===== config.mk =====
export PLATFORM = sky130hd
export DESIGN_NAME = plus_minus_paren_evaluator
export DESIGN_NICKNAME = d
export VERILOG_FILES = /design/src/hdl/pmpe_pkg.sv /design/src/hdl/plus_minus_paren_evaluator.sv /design/src/hdl/pmpe_stack_mem.sv /design/src/hdl/pmpe_front.sv /design/src/hdl/pmpe_exec.sv
export SDC_FILE = /design/constraint.sdc
export NUM_CORES = 2
export LEC_CHECK = 0
export BUFFER_PORTS_ARGS = -buffer_cell sky130_fd_sc_hd__buf_2
export CAP_MARGIN = 20
export CORE_ASPECT_RATIO = 2
export CORE_UTILIZATION = 30
export CTS_CLUSTER_DIAMETER = 30
export CTS_CLUSTER_SIZE = 40
export DETAILED_ROUTE_END_ITERATION = 16
export GPL_TIMING_DRIVEN = 0
export SYNTH_ARGS = -nofsm -noshare
export SYNTH_HDL_FRONTEND = slang
export SYNTH_SLANG_ARGS = --single-unit
export TNS_END_PERCENT = 5

===== constraint.sdc =====
create_clock -name clk -period 23.7 [get_ports clk]
set_input_delay 7.11 -clock clk [delete_from_list [all_inputs] [get_ports clk]]
set_output_delay 7.11 -clock clk [all_outputs]
set_load 0.05 [all_outputs]

===== src/hdl/pmpe_pkg.sv =====
// ----------------------------------------------------------------------------
// pmpe_pkg
// Shared types and character codes for the plus/minus/paren evaluator.
// ----------------------------------------------------------------------------
package pmpe_pkg;

  localparam logic [7:0] CH_0     = 8'h30;
  localparam logic [7:0] CH_9     = 8'h39;
  localparam logic [7:0] CH_PLUS  = 8'h2B;
  localparam logic [7:0] CH_MINUS = 8'h2D;
  localparam logic [7:0] CH_OPEN  = 8'h28;
  localparam logic [7:0] CH_CLOSE = 8'h29;

  localparam int unsigned SUM_W   = 32;
  localparam int unsigned ENTRY_W = SUM_W + 1;

  typedef enum logic [2:0] {
    OP_NONE,
    OP_DIGIT,
    OP_PLUS,
    OP_MINUS,
    OP_OPEN,
    OP_CLOSE
  } op_t;

  typedef enum logic [1:0] {
    ST_OK,
    ST_OVERFLOW,
    ST_UNMATCHED,
    ST_UNCLOSED
  } status_t;

  typedef struct packed {
    op_t         op;
    logic [3:0]  digit;
    logic        last;
    logic        push_ok;
    logic        pop_ok;
    logic        fwd;
    status_t     status;
  } item_t;

endpackage


===== src/hdl/plus_minus_paren_evaluator.sv =====
// ----------------------------------------------------------------------------
// plus_minus_paren_evaluator
// Streaming +/- expression evaluator with parentheses and a nesting stack.
// ----------------------------------------------------------------------------
//  channel | ports                         | direction
//  input   | in_valid in_stall in_ch in_last   | one character per transaction
//  result  | out_valid out_stall out_value out_status | one per final character
//
//  One character per cycle while in_stall is low; the final character passes
//  the front stage register and then the result register. The front stage
//  tracks nesting and reads the stack (registered memory read); the next
//  stage updates the sum, with a bypass for a close right after an open.
//  Reset (rst_n low, synchronous) clears all control state; stack contents
//  need no clearing. in_stall follows out_stall only while a result is held.
// ----------------------------------------------------------------------------
module plus_minus_paren_evaluator
  import pmpe_pkg::*;
#(
  parameter int unsigned NEST_DEPTH = 32
) (
  input  logic        clk,
  input  logic        rst_n,
  input  logic        in_valid,
  output logic        in_stall,
  input  logic [7:0]  in_ch,
  input  logic        in_last,
  output logic        out_valid,
  input  logic        out_stall,
  output logic [31:0] out_value,
  output logic [1:0]  out_status
);

  localparam int unsigned LW = $clog2(NEST_DEPTH + 1);
  localparam int unsigned AW = (NEST_DEPTH > 1) ? $clog2(NEST_DEPTH) : 1;

  logic               adv;
  logic               mem_we, mem_re;
  logic [AW-1:0]      mem_waddr, mem_raddr;
  logic [ENTRY_W-1:0] mem_wdata, mem_rdata;
  logic               s1_valid;
  item_t              s1_item;
  logic [AW-1:0]      s1_addr;

  assign in_stall = !adv;

  pmpe_front #(
    .NEST_DEPTH(NEST_DEPTH),
    .LW        (LW),
    .AW        (AW)
  ) u_front (
    .clk      (clk),
    .rst_n    (rst_n),
    .in_valid (in_valid),
    .in_ch    (in_ch),
    .in_last  (in_last),
    .adv      (adv),
    .mem_we   (mem_we),
    .mem_waddr(mem_waddr),
    .mem_re   (mem_re),
    .mem_raddr(mem_raddr),
    .s1_valid (s1_valid),
    .s1_item  (s1_item),
    .s1_addr  (s1_addr)
  );

  pmpe_stack_mem #(
    .DEPTH (NEST_DEPTH),
    .AW    (AW),
    .DATA_W(ENTRY_W)
  ) u_mem (
    .clk  (clk),
    .we   (mem_we),
    .waddr(mem_waddr),
    .wdata(mem_wdata),
    .re   (mem_re),
    .raddr(mem_raddr),
    .rdata(mem_rdata)
  );

  pmpe_exec #(
    .AW(AW)
  ) u_exec (
    .clk       (clk),
    .rst_n     (rst_n),
    .s1_valid  (s1_valid),
    .s1_item   (s1_item),
    .s1_addr   (s1_addr),
    .rd_data   (mem_rdata),
    .out_stall (out_stall),
    .adv       (adv),
    .mem_we    (mem_we),
    .mem_waddr (mem_waddr),
    .mem_wdata (mem_wdata),
    .out_valid (out_valid),
    .out_value (out_value),
    .out_status(out_status)
  );

endmodule


===== src/hdl/pmpe_stack_mem.sv =====
// ----------------------------------------------------------------------------
// pmpe_stack_mem
// Nesting stack storage: one write port, one read port, registered read data.
// ----------------------------------------------------------------------------
module pmpe_stack_mem #(
  parameter int unsigned DEPTH  = 32,
  parameter int unsigned AW     = 5,
  parameter int unsigned DATA_W = 33
) (
  input  logic              clk,
  input  logic              we,
  input  logic [AW-1:0]     waddr,
  input  logic [DATA_W-1:0] wdata,
  input  logic              re,
  input  logic [AW-1:0]     raddr,
  output logic [DATA_W-1:0] rdata
);

  logic [DATA_W-1:0] mem [DEPTH];
  logic [DATA_W-1:0] rdata_r;

  always_ff @(posedge clk) begin
    if (we) begin
      mem[waddr] <= wdata;
    end
  end

  always_ff @(posedge clk) begin
    if (re) begin
      rdata_r <= mem[raddr];
    end
  end

  assign rdata = rdata_r;

endmodule


===== src/hdl/pmpe_front.sv =====
// ----------------------------------------------------------------------------
// pmpe_front
// Character decode, nesting level and sticky status tracking, stack read issue.
// ----------------------------------------------------------------------------
module pmpe_front
  import pmpe_pkg::*;
#(
  parameter int unsigned NEST_DEPTH = 32,
  parameter int unsigned LW         = 6,
  parameter int unsigned AW         = 5
) (
  input  logic          clk,
  input  logic          rst_n,
  input  logic          in_valid,
  input  logic [7:0]    in_ch,
  input  logic          in_last,
  input  logic          adv,
  input  logic          mem_we,
  input  logic [AW-1:0] mem_waddr,
  output logic          mem_re,
  output logic [AW-1:0] mem_raddr,
  output logic          s1_valid,
  output item_t         s1_item,
  output logic [AW-1:0] s1_addr
);

  logic          accept;
  logic [LW-1:0] level_r, level_nxt;
  status_t       err_r, err_nxt;
  logic          s1_valid_r, s1_valid_nxt;
  item_t         s1_item_r, item_nxt;
  logic [AW-1:0] s1_addr_r, addr_nxt;
  op_t           op;
  logic          push_ok, pop_ok;
  logic [LW-1:0] level_dec, level_upd;
  status_t       err_upd;

  assign accept    = in_valid & adv;
  assign level_dec = level_r - LW'(1);

  always_comb begin
    if (in_ch inside {[CH_0:CH_9]}) begin
      op = OP_DIGIT;
    end else begin
      case (in_ch)
        CH_PLUS:  op = OP_PLUS;
        CH_MINUS: op = OP_MINUS;
        CH_OPEN:  op = OP_OPEN;
        CH_CLOSE: op = OP_CLOSE;
        default:  op = OP_NONE;
      endcase
    end
  end

  assign push_ok = (op == OP_OPEN) && (level_r != LW'(NEST_DEPTH));
  assign pop_ok  = (op == OP_CLOSE) && (level_r != '0);

  always_comb begin
    level_upd = level_r;
    if (push_ok) begin
      level_upd = level_r + LW'(1);
    end else if (pop_ok) begin
      level_upd = level_dec;
    end
    err_upd = err_r;
    if (err_upd == ST_OK && op == OP_OPEN && !push_ok) begin
      err_upd = ST_OVERFLOW;
    end
    if (err_upd == ST_OK && op == OP_CLOSE && !pop_ok) begin
      err_upd = ST_UNMATCHED;
    end
    if (err_upd == ST_OK && in_last && level_upd != '0) begin
      err_upd = ST_UNCLOSED;
    end
  end

  assign mem_re    = accept & pop_ok;
  assign mem_raddr = level_dec[AW-1:0];

  always_comb begin
    item_nxt.op      = op;
    item_nxt.digit   = 4'(in_ch - CH_0);
    item_nxt.last    = in_last;
    item_nxt.push_ok = push_ok;
    item_nxt.pop_ok  = pop_ok;
    item_nxt.fwd     = pop_ok && mem_we && (mem_waddr == mem_raddr);
    item_nxt.status  = err_upd;
    addr_nxt         = level_r[AW-1:0];
  end

  always_comb begin
    level_nxt    = level_r;
    err_nxt      = err_r;
    s1_valid_nxt = s1_valid_r;
    if (adv) begin
      s1_valid_nxt = accept;
    end
    if (accept) begin
      level_nxt = in_last ? '0 : level_upd;
      err_nxt   = in_last ? ST_OK : err_upd;
    end
  end

  always_ff @(posedge clk) begin
    if (!rst_n) begin
      level_r    <= '0;
      err_r      <= ST_OK;
      s1_valid_r <= 1'b0;
    end else begin
      level_r    <= level_nxt;
      err_r      <= err_nxt;
      s1_valid_r <= s1_valid_nxt;
    end
  end

  always_ff @(posedge clk) begin
    if (accept) begin
      s1_item_r <= item_nxt;
      s1_addr_r <= addr_nxt;
    end
  end

  assign s1_valid = s1_valid_r;
  assign s1_item  = s1_item_r;
  assign s1_addr  = s1_addr_r;

`ifndef SYNTHESIS
  a_level_bound: assert property (@(posedge clk) disable iff (!rst_n)
    level_r <= LW'(NEST_DEPTH))
    else $error("nesting level above stack depth");

  a_level_clear: assert property (@(posedge clk) disable iff (!rst_n)
    accept && in_last |=> level_r == '0 && err_r == ST_OK)
    else $error("level or status not cleared after final character");

  a_fwd_pop: assert property (@(posedge clk) disable iff (!rst_n)
    s1_valid_r && s1_item_r.fwd |-> s1_item_r.pop_ok)
    else $error("forward flag on a transaction that does not pop");
`endif

endmodule


===== src/hdl/pmpe_exec.sv =====
// ----------------------------------------------------------------------------
// pmpe_exec
// Running sum, pending number and sign update; stack push data; result register.
// ----------------------------------------------------------------------------
module pmpe_exec
  import pmpe_pkg::*;
#(
  parameter int unsigned AW = 5
) (
  input  logic               clk,
  input  logic               rst_n,
  input  logic               s1_valid,
  input  item_t              s1_item,
  input  logic [AW-1:0]      s1_addr,
  input  logic [ENTRY_W-1:0] rd_data,
  input  logic               out_stall,
  output logic               adv,
  output logic               mem_we,
  output logic [AW-1:0]      mem_waddr,
  output logic [ENTRY_W-1:0] mem_wdata,
  output logic               out_valid,
  output logic [SUM_W-1:0]   out_value,
  output logic [1:0]         out_status
);

  logic [SUM_W-1:0]   sum_r, sum_nxt;
  logic [SUM_W-1:0]   pend_r, pend_nxt;
  logic               sign_r, sign_nxt;
  logic [ENTRY_W-1:0] last_w_r;
  logic               out_valid_r, out_valid_nxt;
  logic [SUM_W-1:0]   out_value_r;
  status_t            out_status_r;
  logic [ENTRY_W-1:0] top;
  logic [SUM_W-1:0]   fold, sum_new, pend_new, result;
  logic               sign_new;
  logic               fire;

  assign adv  = !out_valid_r || !out_stall;
  assign fire = adv && s1_valid;
  assign top  = s1_item.fwd ? last_w_r : rd_data;
  assign fold = sign_r ? (sum_r - pend_r) : (sum_r + pend_r);

  assign mem_we    = fire && s1_item.push_ok;
  assign mem_waddr = s1_addr;
  assign mem_wdata = {sign_r, sum_r};

  always_comb begin
    sum_new  = sum_r;
    pend_new = pend_r;
    sign_new = sign_r;
    case (s1_item.op)
      OP_DIGIT: begin
        pend_new = (pend_r << 3) + (pend_r << 1) + SUM_W'(s1_item.digit);
      end
      OP_PLUS, OP_MINUS: begin
        sum_new  = fold;
        pend_new = '0;
        sign_new = (s1_item.op == OP_MINUS);
      end
      OP_OPEN: begin
        sum_new  = '0;
        pend_new = '0;
        sign_new = 1'b0;
      end
      OP_CLOSE: begin
        pend_new = '0;
        if (s1_item.pop_ok) begin
          sum_new = top[SUM_W] ? (top[SUM_W-1:0] - fold) : (top[SUM_W-1:0] + fold);
        end else begin
          sum_new = fold;
        end
      end
      default: begin
        sum_new = sum_r;
      end
    endcase
    result = sign_new ? (sum_new - pend_new) : (sum_new + pend_new);
  end

  always_comb begin
    sum_nxt       = sum_r;
    pend_nxt      = pend_r;
    sign_nxt      = sign_r;
    out_valid_nxt = out_valid_r;
    if (adv) begin
      out_valid_nxt = fire && s1_item.last;
    end
    if (fire) begin
      if (s1_item.last) begin
        sum_nxt  = '0;
        pend_nxt = '0;
        sign_nxt = 1'b0;
      end else begin
        sum_nxt  = sum_new;
        pend_nxt = pend_new;
        sign_nxt = sign_new;
      end
    end
  end

  always_ff @(posedge clk) begin
    if (!rst_n) begin
      sum_r       <= '0;
      pend_r      <= '0;
      sign_r      <= 1'b0;
      out_valid_r <= 1'b0;
    end else begin
      sum_r       <= sum_nxt;
      pend_r      <= pend_nxt;
      sign_r      <= sign_nxt;
      out_valid_r <= out_valid_nxt;
    end
  end

  always_ff @(posedge clk) begin
    if (mem_we) begin
      last_w_r <= mem_wdata;
    end
    if (fire && s1_item.last) begin
      out_value_r  <= result;
      out_status_r <= s1_item.status;
    end
  end

  assign out_valid  = out_valid_r;
  assign out_value  = out_value_r;
  assign out_status = out_status_r;

`ifndef SYNTHESIS
  a_result_follows: assert property (@(posedge clk) disable iff (!rst_n)
    fire && s1_item.last |=> out_valid_r)
    else $error("final transaction produced no result");

  a_state_cleared: assert property (@(posedge clk) disable iff (!rst_n)
    fire && s1_item.last |=> sum_r == '0 && pend_r == '0 && !sign_r)
    else $error("accumulators not cleared after result");

  a_push_only: assert property (@(posedge clk) disable iff (!rst_n)
    mem_we |-> s1_item.op == OP_OPEN && adv)
    else $error("stack write outside an advancing open");
`endif

endmodule


==> results.yml <==
synthesis:
  synth_nets: 3689
  ys_types: 103
  ys_seq_elements: 1249
  synth-edff-count: 1174
  synth_ff_type: "edfxtp_1"
  synthArstFlopShare_pct: 0
  yosysWarnings: 0
  syn_area_per_cell_um2: 16.3
  seq_area_frac_synth_pct: 64.1
  syn_area_um2: 57300
  syn_inst: 3514
run_status:
  status: "completed"
setup_path:
  crit_chain: "buf_2 > nand2_1 > inv_1 > buf_2"
  r2r_slack_ns: 12.00
  r2r_end: "u_exec.out_value[31]"
  cp-end-kind: "output pin"
  cp.required_ns: 16.59
  cpMaxStageDelayCell: "buf_2"
  cp.arrival_ns: 7.73
  cp_max_fo: 5
  cp_slowest_stage_delay_ns: 0.28
  path_common_cell: "buf_2"
  worstSetupPathType: "input port to output pin"
  regToRegStartpoint: "u_exec.sign_r"
  endpoint: "in_stall"
  critPathLaunchType: "input port"
  crit_start: "out_stall"
  rr_worst_depth: 37
power_and_ir_drop:
  peakVddDrop_v: 0.0000664
  power.density_nw_per_um2: 75.8
  total_leakage_power_nw: 20.6
drt:
  drt-total-wl_mm: 172
  dr.pass1.iters: 8
  vias: 33528
  drt_iter0_drc: 2374
  ant_nets: 0
  drc: 0
  wl_per_cell_um: 26.9
  routed_via_density: 5.26
cts:
  path_clk_slew_ns: 0.07
  cts_buffers: 113
  h-tree-depth: 3
  cts_sinks: 1249
  cts_hold_buf: 0
  post_cts.resized_instances: 0
  post-cts-setup-buffers: 0
  clock_path_buffers: 3
  cts_tree: "yes"
  clk_latency_ns: 0.78
  root_buffer: "clkbuf_16"
timing:
  worstMarginPinSlew_ns: 1.21
  period_minus_slack_ns: 14.84
  period_share_pct: 62.6
  hold_viol_final: 0
  slew_violations: 0
  skew_ns: 0.0896
  max_slew_margin_pct: 19.0
  setup_viol: 0
  max_freq_mhz: 67.4
  rsz0062_at_grt: "false"
  tns_ns: 0
grt:
  grt_pass1_wl_mm: 243
  grt_pass1_vias: 35327
  overflow: 0
  antenna_found_initial: 3
  grt_use_total_pct: 17.5
  grt_max_degree: 37
placed_design:
  gp_congestion: 0.976
  port_buffers: 48
  placed_area_um2: 62400
  hpwlAfterDp_mm: 125
floorplan:
  start_util_pct: 30.2
  die_w_um: 311
  die_area_um2: 193000
  core_um2: 190000
  rows: 226
  ios: 49
  fp.dieH_um: 620
min_path:
  hold_path_class: "register to register"
layout:
  layout-drive-gt1-share_pct: 22.3
  nets: 3944
  areaGrowthSynthToFinish_pct: 16.7
  final_area_um2: 66900
job:
  cap_viol_max_count: 0
[worst min-delay path by stage]
stage / startpoint / end / slack (ns) / depth (start not counted)
global route: u_front.level_r[3] / u_front.s1_addr[3] / 0.46 / 0
detailed placement: u_front.level_r[3] / u_front.s1_addr[3] / 0.42 / 0
global placement: u_front.level_r[3] / u_front.s1_addr[3] / 0.43 / 0
CTS: u_front.level_r[3] / u_front.s1_addr[3] / 0.44 / 0
finish: u_front.level_r[3] / u_front.s1_addr[3] / 0.44 / 0
floorplan: u_front.s1_item[0] / u_exec.out_status[0] / 0.40 / 0
[kinds of logic (layout without fill, tap and decap cells)]
family | count (synthesis) | in the layout | share of synthesized area, %
flops | 1249 | 1249 | 64.1
simple gates | 645 | 645 | 5.82
compound gates | 608 | 608 | 7.05
mux | 415 | 415 | 14.6
buf+inv | 231 | 586 | 1.65
xor+xnor | 204 | 204 | 3.12
fa+ha+maj | 162 | 162 | 3.60
other cells | 0 | 2 | 0
[registers in the layout, indices dropped and copies added (netlist names)]
register,cells
u_exec.last_w_r,33
u_exec.out_value,32
u_exec.sign_r,1
u_exec.out_status,2
u_front.s1_valid,1
u_exec.out_valid,1
u_exec.pend_r,32
u_mem.rdata,33
u_front.err_r,2
u_front.s1_item,13
u_exec.sum_r,32
u_front.level_r,6
u_mem.mem,1056
u_front.s1_addr,5
[metal layers]
layer	track usage [%]	routed length, µm
met5	0	12
met4	12.3	13300
met3	1.98	5990
met2	36.3	99900
met1	15.0	52300
[power breakdown]
group	switching, mW	internal [mW]	total [mW]
combinational	0.432	0.252	0.684
clock	0.972	0.997	1.97
sequential	0.0108	2.41	2.42
[cell usage in the layout, fill, tap and decap left out, drive strengths merged, types with 15 or more instances in the layout]
| master | netlist | layout |
|---|---|---|
| and2 | 33 | 33 |
| ha | 157 | 157 |
| inv | 70 | 112 |
| and3 | 27 | 27 |
| o21a | 25 | 25 |
| a31oi | 25 | 25 |
| nor2b | 62 | 62 |
| nand2 | 127 | 127 |
| clkinv | 0 | 41 |
| o21ai | 104 | 104 |
| o22ai | 17 | 17 |
| or3 | 15 | 15 |
| o211ai | 15 | 15 |
| a21o | 54 | 54 |
| mux4 | 330 | 330 |
| nand2b | 21 | 21 |
| nand3 | 47 | 47 |
| buf | 39 | 179 |
| o31ai | 17 | 17 |
| nor2 | 162 | 162 |
| mux2 | 73 | 73 |
| nor3 | 56 | 56 |
| xnor2 | 124 | 124 |
| a21oi | 179 | 179 |
| clkbuf | 122 | 244 |
| a22oi | 49 | 49 |
| dfxtp | 75 | 75 |
| edfxtp | 1174 | 1174 |
| nand4 | 17 | 17 |
| xor2 | 80 | 80 |
[cells in the mapped netlist (12+ instances only)]
| cell | instances | area (µm²) |
|---|---|---|
| buf_1 | 29 | 109 |
| nand4_1 | 17 | 106 |
| o21a_1 | 24 | 180 |
| nor2_1 | 162 | 608 |
| a31oi_1 | 24 | 150 |
| mux2_2 | 73 | 822 |
| clkbuf_1 | 120 | 450 |
| nor3_1 | 55 | 275 |
| nand2_1 | 126 | 473 |
| o31ai_1 | 16 | 120 |
| or3_1 | 14 | 87.6 |
| nand2b_1 | 21 | 131 |
| edfxtp_1 | 1174 | 35300 |
| xor2_1 | 80 | 701 |
| o21ai_0 | 93 | 465 |
| dfxtp_1 | 75 | 1500 |
| o211ai_1 | 12 | 90.1 |
| nand3_1 | 46 | 230 |
| o22ai_1 | 17 | 106 |
| a22oi_1 | 49 | 368 |
| xnor2_1 | 124 | 1090 |
| and3_1 | 23 | 144 |
| ha_1 | 157 | 1960 |
| mux4_2 | 330 | 7430 |
| and2_1 | 32 | 200 |
| o21bai_1 | 14 | 105 |
| a21oi_1 | 176 | 881 |
| nor2b_1 | 62 | 388 |
| a21o_1 | 53 | 398 |
| inv_1 | 70 | 263 |
[final cells by class]
type / count / area [µm²]
diodes: 2 / 5.00
plain buffers: 161 / 687
clock buffers: 122 / 2890
clock inverters: 93 / 1190
fillers: 17733 / 123000
inverters: 70 / 263
multi-input cells: 2034 / 19900
flip-flops and latches: 1249 / 36800
well taps: 2508 / 3140
repair buffers: 140 / 2100
[stage by stage]
stage / instances / setup WS [ns] / util (%) / total power [mW] / hold slack [ns]
2_1_floorplan: 3514 / 9.03 / - / 2.94 / 0.400
3_3_place_gp: 6070 / 8.87 / 32.0 / 3.12 / 0.427
3_5_place_dp: 6143 / 8.86 / 32.9 / 3.14 / 0.417
4_1_cts: 6358 / 8.86 / 35.1 / 5.09 / 0.441
5_1_grt: 6379 / 8.81 / 35.3 / 5.22 / 0.463
6_report: 6379 / 8.86 / 35.3 / 5.07 / 0.441
[critical path: cells and delay by family]
family,cells,cell delay (ns)
buffers and inverters,3,0.50
AND/OR/NAND/NOR,1,0.12
No activity file was read; power rests on OpenSTA's default activity.
